**src/rtl/core/lfh_pkg.sv**
```systemverilog
// shared constants, types and helpers for the led fire heat engine
`timescale 1ns / 1ps
`default_nettype none

package lfh_pkg;

    localparam int MAX_CELLS = 256;
    localparam int ADDR_W    = $clog2(MAX_CELLS);
    localparam int CNT_W     = $clog2(MAX_CELLS + 1);
    localparam int HEAT_W    = 8;

    localparam int OP_W      = 2;
    localparam int CELL_W    = 8;
    localparam int SPARK_W   = 3;
    localparam int CFG_IDX_W = 2;
    localparam int CFG_DAT_W = 9;
    localparam int GAIN_W    = 9;

    localparam logic [OP_W-1:0] OP_COOL   = 2'd0;
    localparam logic [OP_W-1:0] OP_COMMIT = 2'd1;
    localparam logic [OP_W-1:0] OP_READ   = 2'd2;
    localparam logic [OP_W-1:0] OP_WRITE  = 2'd3;

    localparam logic [CFG_IDX_W-1:0] REG_CELLS  = 2'd0;
    localparam logic [CFG_IDX_W-1:0] REG_CHANCE = 2'd1;
    localparam logic [CFG_IDX_W-1:0] REG_GAIN   = 2'd2;

    localparam logic [8:0]        CELLS_RST  = 9'd60;
    localparam logic [7:0]        CHANCE_RST = 8'd120;
    localparam logic [GAIN_W-1:0] GAIN_RST   = 9'd128;
    localparam logic [7:0]        CHANCE_MAX = 8'd200;

    localparam logic [HEAT_W-1:0] PAL_LO   = 8'd85;
    localparam logic [HEAT_W-1:0] PAL_HI   = 8'd170;
    localparam logic [HEAT_W-1:0] HEAT_MAX = 8'd255;

    localparam logic [9:0] DIV3_MUL = 10'd683;
    localparam int         DIV3_SH  = 11;

    typedef struct packed {
        logic              we;
        logic [ADDR_W-1:0] waddr;
        logic [HEAT_W-1:0] wdata;
        logic [ADDR_W-1:0] raddr;
    } ram_ctl_t;

    // floor(x / 3) for x up to 765
    function automatic logic [HEAT_W-1:0] div3(input logic [9:0] x);
        logic [20:0] p;
        begin
            p = 21'(x) * 21'(DIV3_MUL);
            return p[DIV3_SH +: HEAT_W];
        end
    endfunction

endpackage

`default_nettype wire

```
**src/rtl/core/lfh_if.sv**
```systemverilog
// handshake channel interfaces: item feed, pixel results, config writes
`timescale 1ns / 1ps
`default_nettype none

interface lfh_feed_if;
    logic                         valid;
    logic                         ready;
    logic [lfh_pkg::OP_W-1:0]     operation;
    logic [lfh_pkg::CELL_W-1:0]   cell_req;
    logic [7:0]                   amount;
    logic [7:0]                   ignite_roll;
    logic [lfh_pkg::SPARK_W-1:0]  spark_cell;
    logic [7:0]                   spark_heat;

    modport source (
        output valid, operation, cell_req, amount, ignite_roll, spark_cell, spark_heat,
        input  ready
    );
    modport sink (
        input  valid, operation, cell_req, amount, ignite_roll, spark_cell, spark_heat,
        output ready
    );
endinterface

interface lfh_pixel_if;
    logic       valid;
    logic       ready;
    logic [7:0] red;
    logic [7:0] green;
    logic [7:0] blue;
    logic [7:0] heat_level;

    modport source (
        output valid, red, green, blue, heat_level,
        input  ready
    );
    modport sink (
        input  valid, red, green, blue, heat_level,
        output ready
    );
endinterface

interface lfh_cfg_if;
    logic                            valid;
    logic                            ready;
    logic [lfh_pkg::CFG_IDX_W-1:0]   index;
    logic [lfh_pkg::CFG_DAT_W-1:0]   data;

    modport source (
        output valid, index, data,
        input  ready
    );
    modport sink (
        input  valid, index, data,
        output ready
    );
endinterface

`default_nettype wire

```
**src/rtl/core/lfh_heat_ram.sv**
```systemverilog
// heat store: one-write one-read synchronous ram with per-entry valid bits
`timescale 1ns / 1ps
`default_nettype none

module lfh_heat_ram (
    input  wire logic                        clk,
    input  wire logic                        rst_n,
    input  wire lfh_pkg::ram_ctl_t           ctl,
    output logic [lfh_pkg::HEAT_W-1:0]       rdata
);
    import lfh_pkg::*;

    logic [HEAT_W-1:0]    mem [MAX_CELLS];
    logic [MAX_CELLS-1:0] valid_reg;
    logic [HEAT_W-1:0]    rd_reg;
    logic                 rvalid_reg;

    always_ff @(posedge clk)
    begin
        if (ctl.we)
        begin
            mem[ctl.waddr] <= ctl.wdata;
        end
        rd_reg <= mem[ctl.raddr];
    end

    // entries never written read as zero
    always_ff @(posedge clk or negedge rst_n)
    begin
        if (!rst_n)
        begin
            valid_reg  <= '0;
            rvalid_reg <= 1'b0;
        end
        else
        begin
            if (ctl.we)
            begin
                valid_reg[ctl.waddr] <= 1'b1;
            end
            rvalid_reg <= valid_reg[ctl.raddr];
        end
    end

    assign rdata = rvalid_reg ? rd_reg : '0;

endmodule

`default_nettype wire

```
**src/rtl/core/led_fire_heat_engine.sv**
```systemverilog
// top level of the led fire heat engine: sequencer, palette and scaling
`timescale 1ns / 1ps
`default_nettype none

// Keeps one heat byte per LED cell in a synchronous ram.
// feed: one word per operation (cool, commit, read, write) with its random
//   fields; accepted when valid and ready are high together.
// pixel: one word per read, holding scaled red/green/blue and raw heat.
// cfg: register writes (cell count, ignition chance, gain), always ready; the user
//   writes them only while no operation is in flight; the block does not enforce it.
// Steps per word: write is done on acceptance; cool reads, then modifies and writes back;
// read does a ram read, palette, gain scaling, plus any wait for the pixel side;
// commit, when n >= 3 cells are active, does one ram write per diffused cell with
// the next read overlapped, then a spark read and write; with fewer, only the spark.
// The single ram read port sets this sequencing.
// A read result waits in an output register; the next word is taken while it
// waits, and only a further read stalls until the pixel side takes it.
// Reset loads the default registers and marks every cell as zero heat.
module led_fire_heat_engine (
    input  wire logic  clk,
    input  wire logic  rst_n,
    lfh_feed_if.sink   feed,
    lfh_pixel_if.source pixel,
    lfh_cfg_if.sink    cfg
);
    import lfh_pkg::*;

    localparam logic [2:0] S_IDLE   = 3'd0;
    localparam logic [2:0] S_COOL   = 3'd1;
    localparam logic [2:0] S_PAL    = 3'd2;
    localparam logic [2:0] S_OUT    = 3'd3;
    localparam logic [2:0] S_PRIME  = 3'd4;
    localparam logic [2:0] S_DIFF   = 3'd5;
    localparam logic [2:0] S_SPK_RD = 3'd6;
    localparam logic [2:0] S_SPK_WR = 3'd7;

    logic [2:0]          state_reg, state_next;
    logic [8:0]          cells_reg;
    logic [7:0]          chance_reg;
    logic [GAIN_W-1:0]   gain_reg;

    logic [ADDR_W-1:0]   cell_reg, cell_next;
    logic [7:0]          amount_reg, amount_next;
    logic [7:0]          roll_reg, roll_next;
    logic [SPARK_W-1:0]  spark_reg, spark_next;
    logic [7:0]          sheat_reg, sheat_next;
    logic                hit_reg, hit_next;
    logic [ADDR_W-1:0]   k_reg, k_next;
    logic [HEAT_W-1:0]   a1_reg, a1_next;

    logic [7:0]          pr_reg, pr_next;
    logic [7:0]          pg_reg, pg_next;
    logic [7:0]          pb_reg, pb_next;
    logic [7:0]          pt_reg, pt_next;

    logic                out_valid_reg, out_valid_next;
    logic [7:0]          red_reg, red_next;
    logic [7:0]          green_reg, green_next;
    logic [7:0]          blue_reg, blue_next;
    logic [7:0]          heat_reg, heat_next;

    ram_ctl_t            ram_ctl;
    logic [HEAT_W-1:0]   rdata;

    logic [CNT_W-1:0]    n_cnt;
    logic                feed_hit;
    logic                accept;
    logic [7:0]          chance_eff;
    logic [8:0]          spark_sum;
    logic                fire;

    function automatic logic [7:0] scale(input logic [7:0] c, input logic [GAIN_W-1:0] g);
        logic [16:0] p;
        begin
            p = 17'(c) * 17'(g);
            return (p[16:15] != 2'd0) ? HEAT_MAX : p[14:7];
        end
    endfunction

    lfh_heat_ram u_ram (
        .clk   (clk),
        .rst_n (rst_n),
        .ctl   (ram_ctl),
        .rdata (rdata)
    );

    assign n_cnt      = (int'(cells_reg) > MAX_CELLS) ? CNT_W'(MAX_CELLS) : CNT_W'(cells_reg);
    assign feed_hit   = int'(feed.cell_req) < int'(n_cnt);
    assign accept     = feed.valid && feed.ready;
    assign chance_eff = (chance_reg > CHANCE_MAX) ? CHANCE_MAX : chance_reg;
    assign spark_sum  = {1'b0, rdata} + {1'b0, sheat_reg};
    assign fire       = (roll_reg < chance_eff) && (int'(spark_reg) < int'(n_cnt));

    assign feed.ready       = (state_reg == S_IDLE);
    assign cfg.ready        = 1'b1;
    assign pixel.valid      = out_valid_reg;
    assign pixel.red        = red_reg;
    assign pixel.green      = green_reg;
    assign pixel.blue       = blue_reg;
    assign pixel.heat_level = heat_reg;

    always_comb
    begin
        state_next     = state_reg;
        cell_next      = cell_reg;
        amount_next    = amount_reg;
        roll_next      = roll_reg;
        spark_next     = spark_reg;
        sheat_next     = sheat_reg;
        hit_next       = hit_reg;
        k_next         = k_reg;
        a1_next        = a1_reg;
        pr_next        = pr_reg;
        pg_next        = pg_reg;
        pb_next        = pb_reg;
        pt_next        = pt_reg;
        red_next       = red_reg;
        green_next     = green_reg;
        blue_next      = blue_reg;
        heat_next      = heat_reg;
        out_valid_next = out_valid_reg && !pixel.ready;
        ram_ctl.we     = 1'b0;
        ram_ctl.waddr  = cell_reg;
        ram_ctl.wdata  = '0;
        ram_ctl.raddr  = feed.cell_req;

        case (state_reg)
            S_IDLE:
            begin
                if (accept)
                begin
                    cell_next   = feed.cell_req;
                    amount_next = feed.amount;
                    roll_next   = feed.ignite_roll;
                    spark_next  = feed.spark_cell;
                    sheat_next  = feed.spark_heat;
                    hit_next    = feed_hit;
                    case (feed.operation)
                        OP_COOL:
                        begin
                            state_next = S_COOL;
                        end
                        OP_READ:
                        begin
                            state_next = S_PAL;
                        end
                        OP_WRITE:
                        begin
                            ram_ctl.we    = feed_hit;
                            ram_ctl.waddr = feed.cell_req;
                            ram_ctl.wdata = feed.amount;
                        end
                        OP_COMMIT:
                        begin
                            if (int'(n_cnt) >= 3)
                            begin
                                ram_ctl.raddr = ADDR_W'(n_cnt - CNT_W'(2));
                                k_next        = ADDR_W'(n_cnt - CNT_W'(1));
                                state_next    = S_PRIME;
                            end
                            else
                            begin
                                state_next = S_SPK_RD;
                            end
                        end
                        default:
                        begin
                            state_next = S_IDLE;
                        end
                    endcase
                end
            end
            S_COOL:
            begin
                ram_ctl.we    = hit_reg;
                ram_ctl.waddr = cell_reg;
                ram_ctl.wdata = (amount_reg >= rdata) ? '0 : rdata - amount_reg;
                state_next    = S_IDLE;
            end
            S_PAL:
            begin
                pt_next = rdata;
                pr_next = '0;
                pg_next = '0;
                pb_next = '0;
                if (!hit_reg)
                begin
                    pt_next = '0;
                end
                else if (rdata < PAL_LO)
                begin
                    pr_next = (rdata << 1) + rdata;
                end
                else if (rdata < PAL_HI)
                begin
                    pr_next = HEAT_MAX;
                    pg_next = ((rdata - PAL_LO) << 1) + (rdata - PAL_LO);
                end
                else
                begin
                    pr_next = HEAT_MAX;
                    pg_next = HEAT_MAX;
                    pb_next = ((rdata - PAL_HI) << 1) + (rdata - PAL_HI);
                end
                state_next = S_OUT;
            end
            S_OUT:
            begin
                if (!out_valid_reg || pixel.ready)
                begin
                    red_next       = scale(pr_reg, gain_reg);
                    green_next     = scale(pg_reg, gain_reg);
                    blue_next      = scale(pb_reg, gain_reg);
                    heat_next      = pt_reg;
                    out_valid_next = 1'b1;
                    state_next     = S_IDLE;
                end
            end
            S_PRIME:
            begin
                a1_next       = rdata;
                ram_ctl.raddr = k_reg - ADDR_W'(2);
                state_next    = S_DIFF;
            end
            S_DIFF:
            begin
                ram_ctl.we    = 1'b1;
                ram_ctl.waddr = k_reg;
                ram_ctl.wdata = div3({2'b00, a1_reg} + {1'b0, rdata, 1'b0});
                ram_ctl.raddr = k_reg - ADDR_W'(3);
                a1_next       = rdata;
                k_next        = k_reg - ADDR_W'(1);
                if (k_reg == ADDR_W'(2))
                begin
                    state_next = S_SPK_RD;
                end
            end
            S_SPK_RD:
            begin
                ram_ctl.raddr = ADDR_W'(spark_reg);
                state_next    = S_SPK_WR;
            end
            S_SPK_WR:
            begin
                ram_ctl.we    = fire;
                ram_ctl.waddr = ADDR_W'(spark_reg);
                ram_ctl.wdata = spark_sum[8] ? HEAT_MAX : spark_sum[7:0];
                state_next    = S_IDLE;
            end
            default:
            begin
                state_next = S_IDLE;
            end
        endcase
    end

    always_ff @(posedge clk or negedge rst_n)
    begin
        if (!rst_n)
        begin
            state_reg     <= S_IDLE;
            out_valid_reg <= 1'b0;
            cells_reg     <= CELLS_RST;
            chance_reg    <= CHANCE_RST;
            gain_reg      <= GAIN_RST;
        end
        else
        begin
            state_reg     <= state_next;
            out_valid_reg <= out_valid_next;
            if (cfg.valid)
            begin
                case (cfg.index)
                    REG_CELLS:
                    begin
                        cells_reg <= cfg.data;
                    end
                    REG_CHANCE:
                    begin
                        chance_reg <= cfg.data[7:0];
                    end
                    REG_GAIN:
                    begin
                        gain_reg <= cfg.data;
                    end
                    default:
                    begin
                        cells_reg <= cells_reg;
                    end
                endcase
            end
        end
    end

    always_ff @(posedge clk)
    begin
        cell_reg   <= cell_next;
        amount_reg <= amount_next;
        roll_reg   <= roll_next;
        spark_reg  <= spark_next;
        sheat_reg  <= sheat_next;
        hit_reg    <= hit_next;
        k_reg      <= k_next;
        a1_reg     <= a1_next;
        pr_reg     <= pr_next;
        pg_reg     <= pg_next;
        pb_reg     <= pb_next;
        pt_reg     <= pt_next;
        red_reg    <= red_next;
        green_reg  <= green_next;
        blue_reg   <= blue_next;
        heat_reg   <= heat_next;
    end

endmodule

`default_nettype wire

```
**src/flat_wrapper.sv**
```systemverilog
// flat-port wrapper written by rule: the top's interface ports become plain ports
module led_fire_heat_engine_flat import lfh_pkg::*;
  (clk, rst_n, feed_valid, feed_operation, feed_cell_req, feed_amount, feed_ignite_roll, feed_spark_cell, feed_spark_heat, feed_ready, pixel_valid, pixel_red, pixel_green, pixel_blue, pixel_heat_level, pixel_ready, cfg_valid, cfg_index, cfg_data, cfg_ready);
  lfh_feed_if feed_i ();
  lfh_pixel_if pixel_i ();
  lfh_cfg_if cfg_i ();
  input  wire logic clk;
  input  wire logic rst_n;
  input wire logic [$bits(feed_i.valid)-1:0] feed_valid;
  input wire logic [$bits(feed_i.operation)-1:0] feed_operation;
  input wire logic [$bits(feed_i.cell_req)-1:0] feed_cell_req;
  input wire logic [$bits(feed_i.amount)-1:0] feed_amount;
  input wire logic [$bits(feed_i.ignite_roll)-1:0] feed_ignite_roll;
  input wire logic [$bits(feed_i.spark_cell)-1:0] feed_spark_cell;
  input wire logic [$bits(feed_i.spark_heat)-1:0] feed_spark_heat;
  output wire logic [$bits(feed_i.ready)-1:0] feed_ready;
  output wire logic [$bits(pixel_i.valid)-1:0] pixel_valid;
  output wire logic [$bits(pixel_i.red)-1:0] pixel_red;
  output wire logic [$bits(pixel_i.green)-1:0] pixel_green;
  output wire logic [$bits(pixel_i.blue)-1:0] pixel_blue;
  output wire logic [$bits(pixel_i.heat_level)-1:0] pixel_heat_level;
  input wire logic [$bits(pixel_i.ready)-1:0] pixel_ready;
  input wire logic [$bits(cfg_i.valid)-1:0] cfg_valid;
  input wire logic [$bits(cfg_i.index)-1:0] cfg_index;
  input wire logic [$bits(cfg_i.data)-1:0] cfg_data;
  output wire logic [$bits(cfg_i.ready)-1:0] cfg_ready;
  assign feed_i.valid = feed_valid;
  assign feed_i.operation = feed_operation;
  assign feed_i.cell_req = feed_cell_req;
  assign feed_i.amount = feed_amount;
  assign feed_i.ignite_roll = feed_ignite_roll;
  assign feed_i.spark_cell = feed_spark_cell;
  assign feed_i.spark_heat = feed_spark_heat;
  assign feed_ready = feed_i.ready;
  assign pixel_valid = pixel_i.valid;
  assign pixel_red = pixel_i.red;
  assign pixel_green = pixel_i.green;
  assign pixel_blue = pixel_i.blue;
  assign pixel_heat_level = pixel_i.heat_level;
  assign pixel_i.ready = pixel_ready;
  assign cfg_i.valid = cfg_valid;
  assign cfg_i.index = cfg_index;
  assign cfg_i.data = cfg_data;
  assign cfg_ready = cfg_i.ready;
  led_fire_heat_engine u_core (.clk(clk), .rst_n(rst_n), .feed(feed_i), .pixel(pixel_i), .cfg(cfg_i));
endmodule
```
**config.mk**
```make
export PLATFORM = sky130hd
export DESIGN_NAME = led_fire_heat_engine_flat
export DESIGN_NICKNAME = d
export VERILOG_FILES = /design/src/rtl/core/lfh_pkg.sv /design/src/rtl/core/lfh_if.sv /design/src/rtl/core/lfh_heat_ram.sv /design/src/rtl/core/led_fire_heat_engine.sv /design/src/flat_wrapper.sv
export SDC_FILE = /design/constraint.sdc
export NUM_CORES = 2
export LEC_CHECK = 0
export BUFFER_PORTS_ARGS = -buffer_cell sky130_fd_sc_hd__buf_2
export CAP_MARGIN = 20
export CORE_MARGIN = 3
export CORE_UTILIZATION = 40
export DETAILED_ROUTE_END_ITERATION = 8
export PLACE_DENSITY = 0.58
export SYNTH_ARGS = -nofsm -noshare
export SYNTH_HDL_FRONTEND = slang
export SYNTH_HIERARCHICAL = 1
export SYNTH_SLANG_ARGS = --single-unit
export TNS_END_PERCENT = 50
```
**constraint.sdc**
```tcl
create_clock -name clk -period 15.6 [get_ports clk]
set_input_delay 0.78 -clock clk [delete_from_list [all_inputs] [get_ports clk]]
set_output_delay 0.78 -clock clk [all_outputs]
set_load 0.05 [all_outputs]
```
* After elaboration in Yosys (flattened, before gate mapping) *
Memory sizes are Yosys's and may differ from the RTL's. A register that Yosys moved wholly into a read port is not among the register bits.
Cells that the tools add are included.

cells by class
  reductions and logical operators = 25
  bitwise logic cells = 2
  $mul = 4
  div/mod/pow operators = 0
  shifts and indexed selects = 0
  eq/ne operators = 19
  add/subtract/negate cells = 13
  magnitude comparators = 12
  mux-type cells = 31

operators by type and width
  operator                                               count
  OR 256 bit                                             1
  two-way mux 8 bit                                      11
  case mux 17 bit (4 select lines)                       1
  multiplier 8 x 9 -> 17 bit                             3
  case mux 8 bit (4 select lines)                        1
  two-way mux 25 bit                                     1
  adder 8 bit                                            3
  subtractor 8 x 2 -> 8 bit (second input constant)      3
  case mux 3 bit (7 select lines)                        1
  multiplier 10 x 10 -> 19 bit (second input constant)   1
  < comparator 8 x 9 -> 1 bit (second input constant)    2
  two-way mux 17 bit                                     1
  case mux 8 bit (2 select lines)                        1
  subtractor 8 x 1 -> 8 bit (second input constant)      2
  == test 3 bit (second input constant)                  4
  adder 8 x 9 -> 10 bit                                  1
  AND reduction 2 bit                                    5
  adder 8 x 8 -> 9 bit                                   1
  >= comparator 9 x 2 -> 1 bit (second input constant)   1
  greater-than comparator 9 bit (second input constant)  1
  < comparator 3 x 9 -> 1 bit                            1
  < comparator 8 x 9 -> 1 bit                            1
  two-way mux 3 bit                                      3
  two-way mux 9 bit                                      1
  32 further kinds                                       55

storage, ports and cells
  latch bits = 0
  register bits = 403
  input bits = 53
  bits in read-only memories = 0
  memories kept = 1
  RAM bits = 2048
  word-level logic and storage cells = 130

memory list
  memory            depth  width  rd ports  clocked after Yosys merged registers in  wr ports  RTL line            source
  u_core.u_ram.mem  256    8      1         1                                        1         lfh_heat_ram.sv:13  logic [HEAT_W-1:0] mem [MAX_CELLS];

* Depth between registers and ports, before layout *
  depth after elaboration = 12
  mapped depth = 25
  gate-level depth less buffers = 25

* Cells and area by module *
The synthesis kept the hierarchy.

modules (own cells, without submodules)
  module                cells an instance  seq. area each (µm²)  times used  area each (µm²)
  lfh_heat_ram          4460               68090.3               1           89739.8
  led_fire_heat_engine  1712               4245.3                1           16811.1

* Least setup slack after synthesis *
Ideal clock, no wire load.

  path type = reg2reg
  from = reg u_core.u_ram.rvalid_reg
  to = mem u_core.u_ram.mem[0][6] (data pin)
  buffers on the path = 0
  period minus slack after synthesis = 13985 ps
  setup slack = 1615 ps
  cell stages (with the launch flop) = 25
  required time = 14068 ps
  arrival = 12453 ps
  path through = dfrtp_1 and2_1 ha_1 a21o_1 a21oi_1 o21bai_1 a21oi_1 o21bai_1 a21oi_1 xnor2_1 ha_1 ha_1 fa_1 fa_1 inv_1 fa_1 inv_1 ha_1 a211oi_1 nor2b_1 a31oi_1 a31oi_1 a31oi_1 mux2i_1 o211ai_1

RTL lines
  element                   RTL line            source
  start: declaration        lfh_heat_ram.sv:16  logic rvalid_reg;
  start signal: assignment  lfh_heat_ram.sv:41  rvalid_reg <= valid_reg[ctl.raddr];
  end: declaration          lfh_heat_ram.sv:13

==> metrics.txt <==
core area=264000 µm²; TritonCTS Sinks=2459; synth unique cells=98; Hold Path Origin=feed_ignite_roll[6]; post-route cell area=120000 µm²; Rows=188; syn_area_per_cell=17.3 µm²; ys async rst share=11.7%; Max Fclk=110 MHz; Final Slew Violations=90; CP required=16.17 ns; synthesis-stage register bit count=2459; Initial Util=40.4%; vias post-DR=57500; worst skew pair latency=0.95 ns; vias in the first global route=58700; Routed WL per cell=27.2 µm; CP Depth=26; Crit path largest cell delay=0.91 ns; final-stage net count=6831; setup violators final=0; Worst R2R Path Depth=26; I/O pin count=88; largest net degree at the start of global routing=200; WP data arrival=9.67 ns; fin cells=10100; fraction of layout cells with a size suffix above 1=22.3%; htree depth=5; Critical Path End=u_core/u_ram/mem[195][0]; Hold Vio Cnt, Final=0; # port buffers=86; CP Capture Type=register; failing checks=max-slew violations; yosys warns=6; min Tclk post-route=9.09 ns; CTS buffer count=276; Buf+Inv Stages, Crit Path=4; r2r endpoint=u_core/u_ram/mem[195][0]; CP max stage cell=buf_4; Slew HR=-9.42%; flip-flop count of the largest register after layout=2048; Remaining DRCs=0; crit path max fanout=100; worst reg-to-reg setup slack=6.51 ns; first-pass GRT wire length=408 mm; CTS tree=built; Fin Setup TNS=0 ns; HPWL Detailed=172 mm; Worst-Margin Slew=1.64 ns; unrepaired setup endpoints after global routing=no; Area growth syn-to-layout=12.4%; Post-CTS Setup Bufs=0; antenna violations before repair=8; footprint of the multi-input gates=31600 µm²; number of synthesized flops with an enable pin=2164; Die Y=522 µm; predominant post-synthesis flop cell=edfxtp_1; worst r2r src=u_core/u_ram/rvalid_reg; clk slew on worst S/H paths=0.06 ns; sequential element share of the synthesized area=67.9%; post-detailed-route count of antenna-violating nets=0; # Max-Cap Violations=0; run status=finished, violations left; top cell type by total area after synthesis=edfxtp_1; post-CTS sizing=0; cell family with most CP delay=adder cells; worst clock skew=0.118 ns; Root Buffer=clkbuf_16; Max clock buf depth=4; Vias/cell=5.69; Tcrit/Tclk final=58.3%; Post-DP Area=111000 µm²; drt pass-1 iters=6; Worst Setup SP=u_core/u_ram/rvalid_reg; Hold Path Class=primary input to register; Filler cells=22600; area share of the largest cell type after synthesis=61.0%; Post-Syn Nets=6611; Post-Syn Instances=6172; Cell Area, Synth=107000 µm²; Hold Worst Slack=0.0805 ns; WS Path Type=register to register; Die Width=522 µm; grt ovf=0; RePlAce Congestion=0.825; Cells after DPL=9603; Reg area=72300 µm²; Synth area leaders=edfxtp_1, mux4_2, dfrtp_1; cts hold-fix bufs=1; final wirelength=275 mm; Initial DRC Count=5950; die area=273000 µm²; CP startpoint kind=register; Total GRT Usage=20.1%
-- cells in the final DEF, fill, tap and decap left out, drive strengths merged, types with 39 or more instances in the layout --
master	count
edfxtp	2164
mux4	493
clkbuf	367
nor2	333
dfrtp	278
or2	266
inv	255
buf	254
ha	239
nand2	224
a21oi	181
mux2i	169
a22oi	167
fa	147
and2	128
clkinv	84
o21ai	74
xnor2	62
nand3	54
o22ai	53
nor3	44
o221ai	39
-- metal layers --
metal,up-vias,global-route usage [%],part of all wire (%)
li1,24500,-,-
met1,30500,28.8,43
met2,2143,31.5,47
met3,455,3.70,7.5
met4,2,6.04,3.1
met5,-,0,0.0047
-- Yosys cell counts (all sizes together) (33+ instances only) --
master  instances
xnor2          62
ha            239
a22oi         167
o221ai         39
inv           245
dfrtp         278
edfxtp       2164
mux2           36
o22ai          53
or2           266
mux4          493
nor3           44
nand3          54
o21ai          74
mux2i         169
clkbuf        167
nor2b          33
and2          128
a21oi         181
nand2         224
nor4           33
xor2           36
buf           146
a21o           34
fa            147
nor2          333
-- logic make-up after synthesis --
| kind of cell | after synthesis | synth area share, % |
|---|---|---|
| flip-flops | 2459 | 67.9 |
| multiplexers | 698 | 12.4 |
| AO/OA/AOI/OAI | 756 | 4.90 |
| adder cells (fa/ha/maj) | 386 | 5.57 |
| AND/OR/NAND/NOR | 1214 | 5.77 |
| buffers and inverters | 559 | 2.60 |
| other | 1 | 0.00352 |
| XOR/XNOR | 99 | 0.827 |
-- worst min path at each step --
stage,endpoint,cells past startpoint,slack (ns)
after global routing,u_core/roll_reg[5],1,0.03
after floorplan,u_core/pixel.heat_level[0],0,0.40
after CTS,u_core/roll_reg[6],1,0.008
after global placement,u_core/pixel.heat_level[3],0,0.41
after detailed placement,u_core/pixel.heat_level[7],0,0.41
final,u_core/roll_reg[6],1,0.08
-- stage by stage --
stage | setup slack [ns] | util, %
2_1_floorplan | 1.61 | -
3_3_place_gp | 6.45 | 42.0
3_5_place_dp | 6.32 | 42.1
4_1_cts | 6.34 | 45.3
5_1_grt | 5.85 | 45.4
6_report | 6.51 | 45.4
-- worst reg2reg max path, cell delays in order, from the launching register on --
cell and delay [ns]:
dfrtp_1 0.41, and2_1 0.58, ha_1 0.37, a21o_1 0.17
a21oi_1 0.23, o21bai_1 0.09, a21oi_1 0.33, o21bai_1 0.11
a21oi_1 0.28, xnor2_1 0.20, ha_1 0.28, ha_1 0.33
fa_1 0.51, fa_1 0.51, inv_1 0.06, fa_1 0.49
inv_1 0.04, ha_1 0.28, o211ai_1 0.09, nor2_1 0.21
o21ai_0 0.13, a21oi_1 0.21, xor2_1 0.28, a222oi_1 0.18
nand2_4 0.61, buf_4 0.81, buf_4 0.96
-- cell type report --
| type | count | share of cell area [%] |
|---|---|---|
| sequential | 2459 | 60.4 |
| multi-input combinational | 3154 | 26.4 |
| clock buffer | 367 | 6.33 |
| tap | 3515 | 3.67 |
| timing repair buffer | 255 | 1.64 |
| clock inverter | 113 | 0.817 |
| inverter | 246 | 0.771 |
| antenna | 3 | 0.00627 |
Power is not shown: default switching activity piles up to over one toggle a cycle in this logic, so the estimate is an artifact.
